## config.mk

```make
export PLATFORM = sky130hd
export DESIGN_NAME = vml_sqrt_cell
export DESIGN_NICKNAME = d
export VERILOG_FILES = /design/src/rtl/vml_pkg.sv /design/src/rtl/vml_sqrt_cell.sv
export SDC_FILE = /design/constraint.sdc
export NUM_CORES = 1
export LEC_CHECK = 0
export BUFFER_PORTS_ARGS = -buffer_cell sky130_fd_sc_hd__buf_2
export CORE_AREA = 2 2 330 332
export DETAILED_ROUTE_END_ITERATION = 12
export DIE_AREA = 0 0 332 334
export PLACE_DENSITY_LB_ADDON = 0.08
export SYNTH_ARGS = -nofsm -noshare
export SYNTH_HDL_FRONTEND = slang
export SYNTH_SLANG_ARGS = --single-unit
```

## constraint.sdc

```tcl
create_clock -name clk -period 0.8 [get_ports clk]
set_input_delay 0.08 -clock clk [delete_from_list [all_inputs] [get_ports clk]]
set_output_delay 0.08 -clock clk [all_outputs]
set_load 0.02 [all_outputs]
```

## src/rtl/vml_pkg.sv

```systemverilog
// Shared widths and pipeline data types for the vector magnitude limiter.
// Used by the square-root cells, the divider cells and the top level.
package vml_pkg;

	localparam int COMP_WIDTH = 32;
	localparam int CW   = COMP_WIDTH;
	localparam int SW   = 31;
	localparam int MW   = 2 * CW;
	localparam int PW   = CW + SW;
	localparam int AW   = PW + 2;
	localparam int HW   = AW - CW;
	localparam int LW2  = 2 * SW;
	localparam int KW   = (MW > LW2) ? MW : LW2;
	localparam int RW   = CW + 2;

	typedef struct packed {
		logic [2:0][CW-1:0] c;
		logic [2:0]         neg;
		logic               lim;
		logic [2:0][PW-1:0] p;
		logic [MW-1:0]      n;
		logic [RW-1:0]      rem;
		logic [CW-1:0]      root;
	} sq_t;

	typedef struct packed {
		logic [2:0][CW-1:0] c;
		logic [2:0]         neg;
		logic               lim;
		logic [CW-1:0]      s;
		logic [2:0][AW-1:0] a;
	} dv_t;

endpackage

```

## src/rtl/vml_sqrt_cell.sv

```systemverilog
// One digit cell of the pipelined integer square root.
// Depends on vml_pkg for the sq_t stage record.
module vml_sqrt_cell (
	input  logic         clk,
	input  logic         arst_n,
	input  logic         in_valid,
	input  vml_pkg::sq_t in_d,
	output logic         out_valid,
	output vml_pkg::sq_t out_d
);

	logic [vml_pkg::RW+1:0] rem2;
	logic [vml_pkg::RW+1:0] trial;
	logic                   ge;
	vml_pkg::sq_t           nxt;
	logic                   valid_q;
	vml_pkg::sq_t           d_q;

	always_comb begin
		rem2  = {in_d.rem, in_d.n[vml_pkg::MW-1 -: 2]};
		trial = {2'b00, in_d.root, 2'b01};
		ge    = rem2 >= trial;
		nxt   = in_d;
		nxt.n = {in_d.n[vml_pkg::MW-3:0], 2'b00};
		nxt.rem = ge ? vml_pkg::RW'(rem2 - trial) : vml_pkg::RW'(rem2);
		nxt.root = {in_d.root[vml_pkg::CW-2:0], ge};
	end

	always_ff @(posedge clk or negedge arst_n) begin
		if (!arst_n) begin
			valid_q <= 1'b0;
		end else begin
			valid_q <= in_valid;
		end
	end

	always_ff @(posedge clk) begin
		d_q <= nxt;
	end

	assign out_valid = valid_q;
	assign out_d     = d_q;

endmodule

```

==> results.cfg <==
[run_status]
status = complete, but fails checks
violations = hold timing, setup timing

[yosys]
yosysWarnings = 0
synth_top_area_cell = dfxtp_1
synth_area_sq_um = 10800
ys_ff_latch = 418
synth_flop_cell = dfxtp_1
async_reset_ff_frac = 0.00239
yosys.area.top_type_share = 0.770
synth_area_leaders = dfxtp_1 (77%), ha_1 (3.9%), nand2_1 (2.0%)
synth_cells = 797
yosysSeqAreaShare = 0.772
postSynthAreaPerCell_sq_um = 13.6
synth_cell_types = 63
synth_edf_count = 0

[sta]
setup_viol = 453
slew_violations = 0
worst_slack_ps = -961
hold_ws_ps = -434
final-hold-violation-count = 6
fmax_ghz = 0.568
period_share = 2.20
rsz0062_at_grt = yes
fin_crit_ps = 1760

[pwr]
power.density_nw_per_um2 = 2170
power_mw = 61.4
ir_worst_vdd_mv = 1.62
cellLeakagePower_nw = 12.6

[drt]
postRouteWirelength_um = 69700
route.detailed.drc = 0
ant_nets = 0
wl_per_cell_um = 18.7
via_count = 11726
drt_iter0_drc = 273
viasPerCell = 3.15
drt_first_pass_iters = 4

[job]
drv_cap = 0

[clock_tree]
cts_tree = done
clk_pin_slew_ps = 60
clockRootBuffer = clkbuf_16
clock_sinks = 418
h-tree-depth = 2
numCtsBuffers = 53
clock_path_buffers = 3

[worst_setup_path]
path_max_fanout = 4
end_kind = flip-flop
cp-startpoint = in_d[15]
worstPathArrival_ps = 2270
cp.required_ps = 1310
critPathKind = input pin to flip-flop
setup.worst_path.start_class = input pin

[floorplan]
coreArea_sq_um = 108000
initial_core_util = 0.101
die_area_sq_um = 111000
placementRows = 121
ios = 842
die_y_um = 334
die_x_um = 332

[grt]
grt_pass1_wl_um = 94400
grt_pass1_vias = 12709
grt_overflow = 0
antenna_found_initial = 32
grt_max_degree = 27
track_usage = 0.120

[placement]
port_buffers = 839
dpl.hpwl_um = 55700
finalWeightedCongestion = 0.779

[worst_hold_path]
hold_end = out_d[10]
hold_path_class = input pin to flip-flop
holdCritStartpoint = in_d[9]
whs_path_depth = 1

[finish]
finalNetCount = 2717
multiInputGateArea_sq_um = 2980
syn_to_final_growth_pct = 161
fill_cells = 11396
regArea_sq_um = 8900
drive_gt1_frac = 0.711
==> metrics by stage <==
stage	setup TNS [ps]	util	setup WS, ps	instances	cell area (sq um)
floorplan	-37690	-	-1230	798	11200
global placement	-65250	0.167	-1950	3165	18000
detailed placement	-67880	0.167	-2020	3165	18000
CTS	-208370	0.257	-952	3694	27700
global route	-206900	0.262	-1030	3722	28300
finish	-177290	0.262	-961	3727	28300
==> cell families after synthesis <==
kind of cell | Yosys count | synth area share
AOI/OAI and AO/OA | 133 | 0.0860
buffers and inverters | 59 | 0.0238
DFF | 418 | 0.772
muxes | 5 | 0.00508
adders and majority gates | 34 | 0.0392
and+or+nand+nor | 120 | 0.0517
xor gates and xnor gates | 27 | 0.0218
other | 1 | 0.000346
==> final cells by class <==
type	count	area share
well taps	1414	0.0625
multi-input cells	322	0.105
clock inverters	23	0.0124
repair buffers	1423	0.444
diodes	8	0.000708
inverters	43	0.00721
flip-flops and latches	418	0.315
clock buffers	76	0.0535
==> synth_stat cells, drive strengths merged (2+ instances only) <==
cell type,instances
a211oi,2
a21boi,2
a21o,20
a21oi,28
a31o,2
a31oi,5
and2,5
and3,5
buf,9
clkbuf,7
dfxtp,417
ha,34
inv,42
mux2i,4
nand2,58
nand2b,5
nand3,6
nand4,7
nor2,18
nor3,10
o211ai,3
o21a,3
o21ai,46
o221ai,2
o31a,2
o31ai,5
o41ai,3
xnor2,14
xor2,13
==> layout by cell type, fill, tap and decap left out, types with 10 or more instances in the layout <==
cell type and instances:
inv_1 26, clkbuf_16 55, ha_1 11, a21oi_1 18, clkbuf_8 10, xnor2_1 11
clkbuf_1 13, buf_2 404, o21ai_0 11, xor2_1 12, ha_4 20, buf_8 10
a21o_1 19, buf_4 140, o21ai_1 15, dfxtp_2 414, o21ai_2 18, dlygate4sd3_1 427
nand2_2 19, nor2_1 15, nand2_1 34, buf_6 434
==> registers in the layout, summed over array words and instances, names as in the netlist <==
register	cells
out_valid	1
out_d	417
==> routing by layer <==
metal / global-route usage / vias up / wire [um] / share of wire
li1: - / 5610 / - / -
met1: 0.123 / 5484 / 24800 / 0.36
met2: 0.219 / 487 / 36300 / 0.52
met3: 0.0420 / 127 / 5400 / 0.078
met4: 0.0535 / 18 / 3020 / 0.043
met5: 0 / - / 111 / 0.0016
==> report_power, final <==
group	internal (mW)	total, mW	leakage, nW	switching [mW]
sequential	22.5	23.3	3.53	0.738
combinational	6.85	12.5	8.16	5.63
clock	15.5	25.6	0.901	10.1
total	44.9	61.4	12.6	16.5
==> worst max-delay path, stage by stage <==
cell and delay [ps]:
buf_12 110, clkinv_8 50, ha_4 200, a21o_1 220, a221oi_4 250, o31a_1 260
o221ai_4 150, a211oi_4 220, buf_4 160, o21a_4 180, clkinv_4 70, mux2_4 280
==> timing repair <==
action	4_1_cts	5_1_grt
setup endpoints to repair	453	453
cloned	3	3
pin swaps	38	41
hold endpoints to repair	418	15
buffers inserted	16	12
hold buffers	416	11
resized for setup	1346	88
==> worst max-delay path by stage <==
stage	slack (ps)	endpoint
2_1_floorplan	-1230	out_d[59]
3_3_place_gp	-1950	out_d[58]
3_5_place_dp	-2020	out_d[58]
4_1_cts	-950	out_d[58]
5_1_grt	-1030	out_d[60]
6_report	-960	out_d[59]
No activity file was read; power rests on OpenSTA's default activity.
