===== src/rtl/vml_pkg.sv =====
// Shared widths and pipeline data types for the vector magnitude limiter.
// Used by the square-root cells, the divider cells and the top level.
package vml_pkg;

	localparam int COMP_WIDTH = 32;
	localparam int CW   = COMP_WIDTH;
	localparam int SW   = 31;
	localparam int MW   = 2 * CW;
	localparam int PW   = CW + SW;
	localparam int AW   = PW + 2;
	localparam int HW   = AW - CW;
	localparam int LW2  = 2 * SW;
	localparam int KW   = (MW > LW2) ? MW : LW2;
	localparam int RW   = CW + 2;

	typedef struct packed {
		logic [2:0][CW-1:0] c;
		logic [2:0]         neg;
		logic               lim;
		logic [2:0][PW-1:0] p;
		logic [MW-1:0]      n;
		logic [RW-1:0]      rem;
		logic [CW-1:0]      root;
	} sq_t;

	typedef struct packed {
		logic [2:0][CW-1:0] c;
		logic [2:0]         neg;
		logic               lim;
		logic [CW-1:0]      s;
		logic [2:0][AW-1:0] a;
	} dv_t;

endpackage


===== src/rtl/vml_div_cell.sv =====
// One quotient-bit cell of the pipelined restoring divider, three lanes.
// Depends on vml_pkg for the dv_t stage record.
module vml_div_cell (
	input  logic         clk,
	input  logic         arst_n,
	input  logic         in_valid,
	input  vml_pkg::dv_t in_d,
	output logic         out_valid,
	output vml_pkg::dv_t out_d
);

	logic [2:0][vml_pkg::AW-1:0] sh;
	logic [2:0][vml_pkg::HW-1:0] hi;
	logic [2:0]                  ge;
	vml_pkg::dv_t                nxt;
	logic                        valid_q;
	vml_pkg::dv_t                d_q;

	always_comb begin
		nxt = in_d;
		for (int i = 0; i < 3; i++) begin
			sh[i] = {in_d.a[i][vml_pkg::AW-2:0], 1'b0};
			hi[i] = sh[i][vml_pkg::AW-1:vml_pkg::CW];
			ge[i] = hi[i] >= vml_pkg::HW'(in_d.s);
			nxt.a[i] = {(ge[i] ? hi[i] - vml_pkg::HW'(in_d.s) : hi[i]),
				sh[i][vml_pkg::CW-1:1], ge[i]};
		end
	end

	always_ff @(posedge clk or negedge arst_n) begin
		if (!arst_n) begin
			valid_q <= 1'b0;
		end else begin
			valid_q <= in_valid;
		end
	end

	always_ff @(posedge clk) begin
		d_q <= nxt;
	end

	assign out_valid = valid_q;
	assign out_d     = d_q;

endmodule


===== config.mk =====
export PLATFORM = sky130hd
export DESIGN_NAME = vml_div_cell
export DESIGN_NICKNAME = d
export VERILOG_FILES = /design/src/rtl/vml_pkg.sv /design/src/rtl/vml_div_cell.sv
export SDC_FILE = /design/constraint.sdc
export NUM_CORES = 1
export LEC_CHECK = 0
export BUFFER_PORTS_ARGS = -buffer_cell sky130_fd_sc_hd__buf_2
export CORE_AREA = 2 2 259 261
export DETAILED_ROUTE_END_ITERATION = 10
export DIE_AREA = 0 0 261 263
export SYNTH_ARGS = -nofsm -noshare
export SYNTH_HDL_FRONTEND = slang
export SYNTH_SLANG_ARGS = --single-unit

===== constraint.sdc =====
create_clock -name clk -period 1.1 [get_ports clk]
set_input_delay 0.165 -clock clk [delete_from_list [all_inputs] [get_ports clk]]
set_output_delay 0.165 -clock clk [all_outputs]
set_load 0.01 [all_outputs]

==> metrics, run 1 <==
core area 65,600 µm²; gpl congestion 0.895; PnR Total Power 43.2 mW; Bufs and invs on worst path 5; DP Area 21,100 µm²; nets 3,162; Vias per Instance 4.35; Slew Limit Fails 0; CTS Buf Count 42; Crit-path slowest cell a211o_1; Synth Area in Simple Gates 9.72%; most used flip-flop cell after synthesis dfxtp_1; XOR/XNOR Fraction of Synth Area 4.88%; Routed Antenna Nets 0; mapped cell area 13,500 µm²; final worst path period share 199%; ys async rst share 0.305%; most frequent cells in the layout buf_4, buf_2, dlygate4sd3_1; CTS sink cnt 328; commonest non-fill, non-tap cell in the layout buf_4; MaxCap Viol Count 0; Mean Syn Cell Area 10.3 µm²; first-pass GRT wire length 120,000 µm; CTS tree yes; minimum clock period 2.19 ns; Core Util, Final 45.8%; GRT Total Usage 24.5%; Synth cell types 80; layout cells sized above 1 63.6%; Post-Synth Adder-Cell Area 9.37%; Syn Nets 1,733; antenna violations before repair 35; die area 68,600 µm²; Final Hold Fails 2; I/O pin total 658; proportion of synthesized area in mux cells 6.46%; Crit path top cell by count buf_6; largest net degree at the start of global routing 18; Fmax 457 MHz; Worst-Margin Slew 0.677 ns; pwr dens 1440 nW/µm²; outcome finished, violations left; Initial Utilization 20.5%; Leak 13.7 nW; drt pass-1 iters 4; detailed placement HPWL 68,700 µm; Worst-path clk slew 0.06 ns; Synth Register Bits 328; worst rel slew slack 54.6%; WS Path Type in -> reg; routed vias 15,800; grt ovf 0; critical path startpoint category input pin; post-synthesis sequential area ratio 48.8%; CP Cell Sequence buf_8, clkinvlp_4, buf_6, ha_4, and3_4, and2_4, o311a_1, a211oi_2, a211o_1, a21boi_2, nor2_4, buf_6, buf_12, mux2_4; Residual DRC 0; vias in the first global route 16,700; WL final 87,800 µm; crit-path leading delay family compound AO/OA/AOI/OAI gates; average wire per standard cell 24.1 µm; Syn-to-layout area delta 123%; RSZ-0062 raised after global routing yes; number of flops mapped to enable cells by yosys 0; worst path required time 1.55 ns; Finished Cell Area 30,000 µm²; Die Height 263 µm; Worst Setup End Kind register; endpoints failing setup 430; crit-path max cell delay 0.33 ns; worst-path maximum fanout 7; Port Buffers 654; setup tns final -127.39 ns; CP arrival 2.64 ns; Max Root-Sink Buffers 3; initial drt markers 858; final hold slack -0.262 ns; root buf cell clkbuf_16; failing checks hold timing, setup timing; Setup WS post-layout -1.09 ns; Die Width 261 µm; CTS Hold Buffers Added 320; Synth Area in Compound Gates 17.1%; IR Drop Worst-Case VDD 1.16 mV; total number of yosys warnings 0; row count 94; Mapped Cells 1,304; H-tree lvl count 2; Hold Crit Class in -> reg; largest family of logic cells by synthesized area compound AO/OA/AOI/OAI gates
per-stage QoR:
step	std cells	hold WS, ns	setup WS, ns
final	3639	-0.262	-1.09
after global routing	3632	-0.279	-1.14
after CTS	3621	-0.288	-1.02
after detailed placement	3164	-0.0376	-1.80
after global placement	3164	-0.0371	-1.77
after floorplan	1304	-0.131	-1.29
state kept, by name, summed over array words and instances (netlist names):
register and flops:
out_d 327, out_valid 1
power breakdown:
part	switching (mW)	internal (mW)	leakage, nW
logic	6.22	7.68	10.2
clock network	6.07	9.16	0.724
registers	0.680	13.4	2.77
total	13.0	30.2	13.7
worst paths after layout:
kind                       slack (ns)  depth (start not counted)          to  startpoint
max in group asynchronous        0.51                          3   out_valid      arst_n
min in group asynchronous        0.47                          3   out_valid      arst_n
setup / recovery                -1.09                         14  out_d[167]   in_d[206]
hold / removal                  -0.26                          1  out_d[195]   in_d[195]
Yosys cell counts, drive strengths merged (8+ instances only):
library cell    n  area share (%)
a211oi         14            0.86
a21o           45             2.5
a21oi         124             4.7
a31oi          11            0.51
and3           12            0.56
buf            20             1.1
clkbuf         18            0.52
dfxtp         327              49
ha             96             8.9
inv            72             2.0
mux2           60             5.7
mux2i          10            0.74
nand2          65             1.8
nand2b         12            0.56
nand3          44             1.6
nand4          13            0.60
nor2           82             2.3
nor3           13            0.48
o211ai         15            0.94
o21a           14            0.78
o21ai          54             2.0
o21bai         14            0.78
o31ai           8            0.48
xnor2          50             3.3
xor2           25             1.6
per-layer routing:
layer | up-vias | global-route usage, % | wire length (µm)
met3 | 191 | 7.13 | 6300
met4 | 36 | 8.54 | 3940
met2 | 543 | 46.9 | 46000
met5 | - | 0 | 236
met1 | 7519 | 25.0 | 31300
li1 | 7531 | - | -
cell type report:
class | count | area (µm²)
fill | 6112 | 35600
timing repair buffer | 1423 | 12100
multi-input combinational | 866 | 8040
sequential | 328 | 6920
clock buffer | 52 | 1150
tap | 864 | 1080
inverter | 72 | 368
clock inverter | 24 | 353
antenna | 10 | 25.0
cell families after synthesis:
| group | Yosys count |
|---|---|
| AO/OA/AOI/OAI | 347 |
| flip-flops | 328 |
| AND/OR/NAND/NOR | 275 |
| buffers and inverters | 110 |
| adder cells (fa/ha/maj) | 99 |
| XOR/XNOR | 75 |
| multiplexers | 70 |
timing repair:
action / 4_1_cts / 5_1_grt
setup buffers: 60 / 15
setup endpoints to repair: 430 / 430
cloned: 6 / 0
gates resized for setup: 823 / 213
hold endpoints to repair: 320 / 2
pin swaps: 52 / 56
Power figures use the tool's default switching activity.
==> inputs of run 2 (changes only) <==
- SKIP_CTS_REPAIR_TIMING: default -> 1
==> run 2 against run 1 <==
  * The flow still finishes with violations (hold timing, setup timing)
  * Sequential share of layout area is 0.80 points higher
  * Total power is 1.5% lower
  * Count of clock-buffer cells in the layout stayed put
  * Largest power group unchanged
  * Highest routed layer unchanged
  * Cell count is 1.1% lower
  * Setup slack worse by 0.079 ns
  * Non-clock buffer count is 43 lower
  * First-iteration DRC count is 8.2% higher
  * Flip-flop and latch count stayed put
  * Design area is 3.5% lower
  * Critical path type unchanged
  * Maximum frequency is 3.5% lower
==> metrics, run 2 (same netlist as run 1, synthesis figures left out) <==
I/O pin total 658 (unchanged); CTS tree yes; PnR Total Power 42.5 mW (-1.5%); Routed Antenna Nets 0 (unchanged); final hold slack -0.297 ns (-0.0343 ns); Worst Min Path Start in_d[206]; WL final 86,600 µm (-1.4%); Die Height 263 µm (unchanged); worst rel slew slack 59.7% (+5.2 points); Worst Setup End Kind register; nets 3,119 (-1.4%); CP Cell Sequence buf_2, clkinvlp_4, ha_2, a21oi_4, o21bai_4, a2111oi_4, nand3_2, a211oi_4, o31ai_4, a21oi_4, buf_12, clkbuf_16, mux2_4; Hold Crit Class in -> reg; Bufs and invs on worst path 4 (-1); failing checks hold timing, setup timing; Crit-path slowest cell a2111oi_4; Initial Utilization 20.5% (unchanged); Final Hold Fails 4 (+2); routed vias 15,500 (-1.7%); Die Width 261 µm (unchanged); core area 65,600 µm² (unchanged); Max Root-Sink Buffers 3 (unchanged); minimum clock period 2.27 ns (+0.0792 ns); most frequent cells in the layout buf_4, buf_2, dlygate4sd3_1; Finished Cell Area 29,000 µm² (-3.5%); antenna violations before repair 36 (+2.9%); grt ovf 0 (unchanged); Port Buffers 654 (unchanged); max reg flops 327 (unchanged); Place WS -1.80 ns (unchanged); RSZ-0062 raised after global routing yes; Worst-path clk slew 0.06 ns (about the same); die area 68,600 µm² (unchanged); WS Path Type in -> reg; pwr dens 1470 nW/µm² (+2.1%); Slew Limit Fails 0 (unchanged); largest net degree at the start of global routing 18 (unchanged); Filler Cells Inserted 6,254 (+2.3%); Fmax 441 MHz (-3.5%); MaxCap Viol Count 0 (unchanged); Residual DRC 0 (unchanged); first-pass GRT wire length 107,000 µm (-11%); crit-path max cell delay 0.33 ns (about the same); worst-path maximum fanout 8 (+1); Layout Cells excl Fill 3,599 (-1.1%); outcome finished, violations left; worst path required time 1.56 ns (about the same); Syn-to-layout area delta 115%; CTS Buf Count 42 (unchanged); IR Drop Worst-Case VDD 1.22 mV (+4.6%); CP arrival 2.72 ns (+0.08 ns); commonest non-fill, non-tap cell in the layout buf_4; row count 94 (unchanged); worst hold endpoint out_d[206]; root buf cell clkbuf_16; setup tns final -134.16 ns (-6.77 ns); detailed placement HPWL 68,700 µm (unchanged); crit-path leading delay family compound AO/OA/AOI/OAI gates; vias in the first global route 14,100 (-15%); Core Util, Final 44.2% (-1.6 points); WHS Path Cells 1 (unchanged); GRT Total Usage 22.2% (-2.3 points); Leak 13.4 nW (-2.5%); H-tree lvl count 2 (unchanged); Worst-Margin Slew 0.600 ns (-0.0770 ns); Crit path top cell by count a21oi_4; gpl congestion 0.895 (unchanged); Vias per Instance 4.32 (-0.63%); initial drt markers 928 (+8.2%); critical path startpoint category input pin; final worst path period share 206% (+7.2 points); average wire per standard cell 24.0 µm (-0.27%); layout cells sized above 1 60.4% (-3.2 points); CTS sink cnt 328 (unchanged); Setup WS post-layout -1.17 ns (-0.0792 ns); drt pass-1 iters 5 (+1); Placed Cells incl. Taps 3,164 (unchanged); DP Area 21,100 µm² (unchanged); endpoints failing setup 430 (unchanged)
## run 2: cell count changes in the layout (fill, tap and decap cells not counted), moves of 6 or more
cell and delta:
ha_1 +7, buf_8 -7, buf_2 +9, nor2_4 -21
nor2_1 +21, a21oi_2 -20, dfxtp_1 +6, dlygate4sd3_1 -7
buf_6 -15, a21oi_1 +22, clkbuf_16 +8, ha_4 -10
buf_4 -23
## run 2: worst max path at each step
stage	start	end	slack, ns	cells past startpoint
after global placement	in_d[195]	out_d[192]	-1.77	13
after global routing	in_d[206]	out_d[43]	-1.18	13
after floorplan	in_d[197]	out_d[170]	-1.29	11
final	in_d[208]	out_d[126]	-1.17	13
after CTS	in_d[195]	out_d[192]	-1.21	13
after detailed placement	in_d[195]	out_d[125]	-1.80	11
## run 2: layout make-up
cell class | count | area [µm²] | area share (%)
tap | 864 | 1080 | 3.73
clock buffer | 52 | 1150 | 3.96
clock inverter | 24 | 353 | 1.22
multi-input combinational | 866 | 7470 | 25.8
antenna | 13 | 32.5 | 0.112
timing repair buffer | 1380 | 11600 | 40.1
inverter | 72 | 363 | 1.25
sequential | 328 | 6910 | 23.8
## run 2: layer usage
layer / wire, µm / part of all wire (%) / track usage [%]
met5: 202 / 0.23 / 0
met2: 45300 / 52 / 42.3
met3: 6340 / 7.3 / 9.01
met4: 3660 / 4.2 / 6.51
met1: 31100 / 36 / 21.7
## run 2: report_power, final
group	total, mW	switching (mW)	internal, mW	leakage, nW
clock network	15.2	6.09	9.16	0.724
logic	13.3	5.93	7.32	9.89
registers	14.0	0.681	13.4	2.77
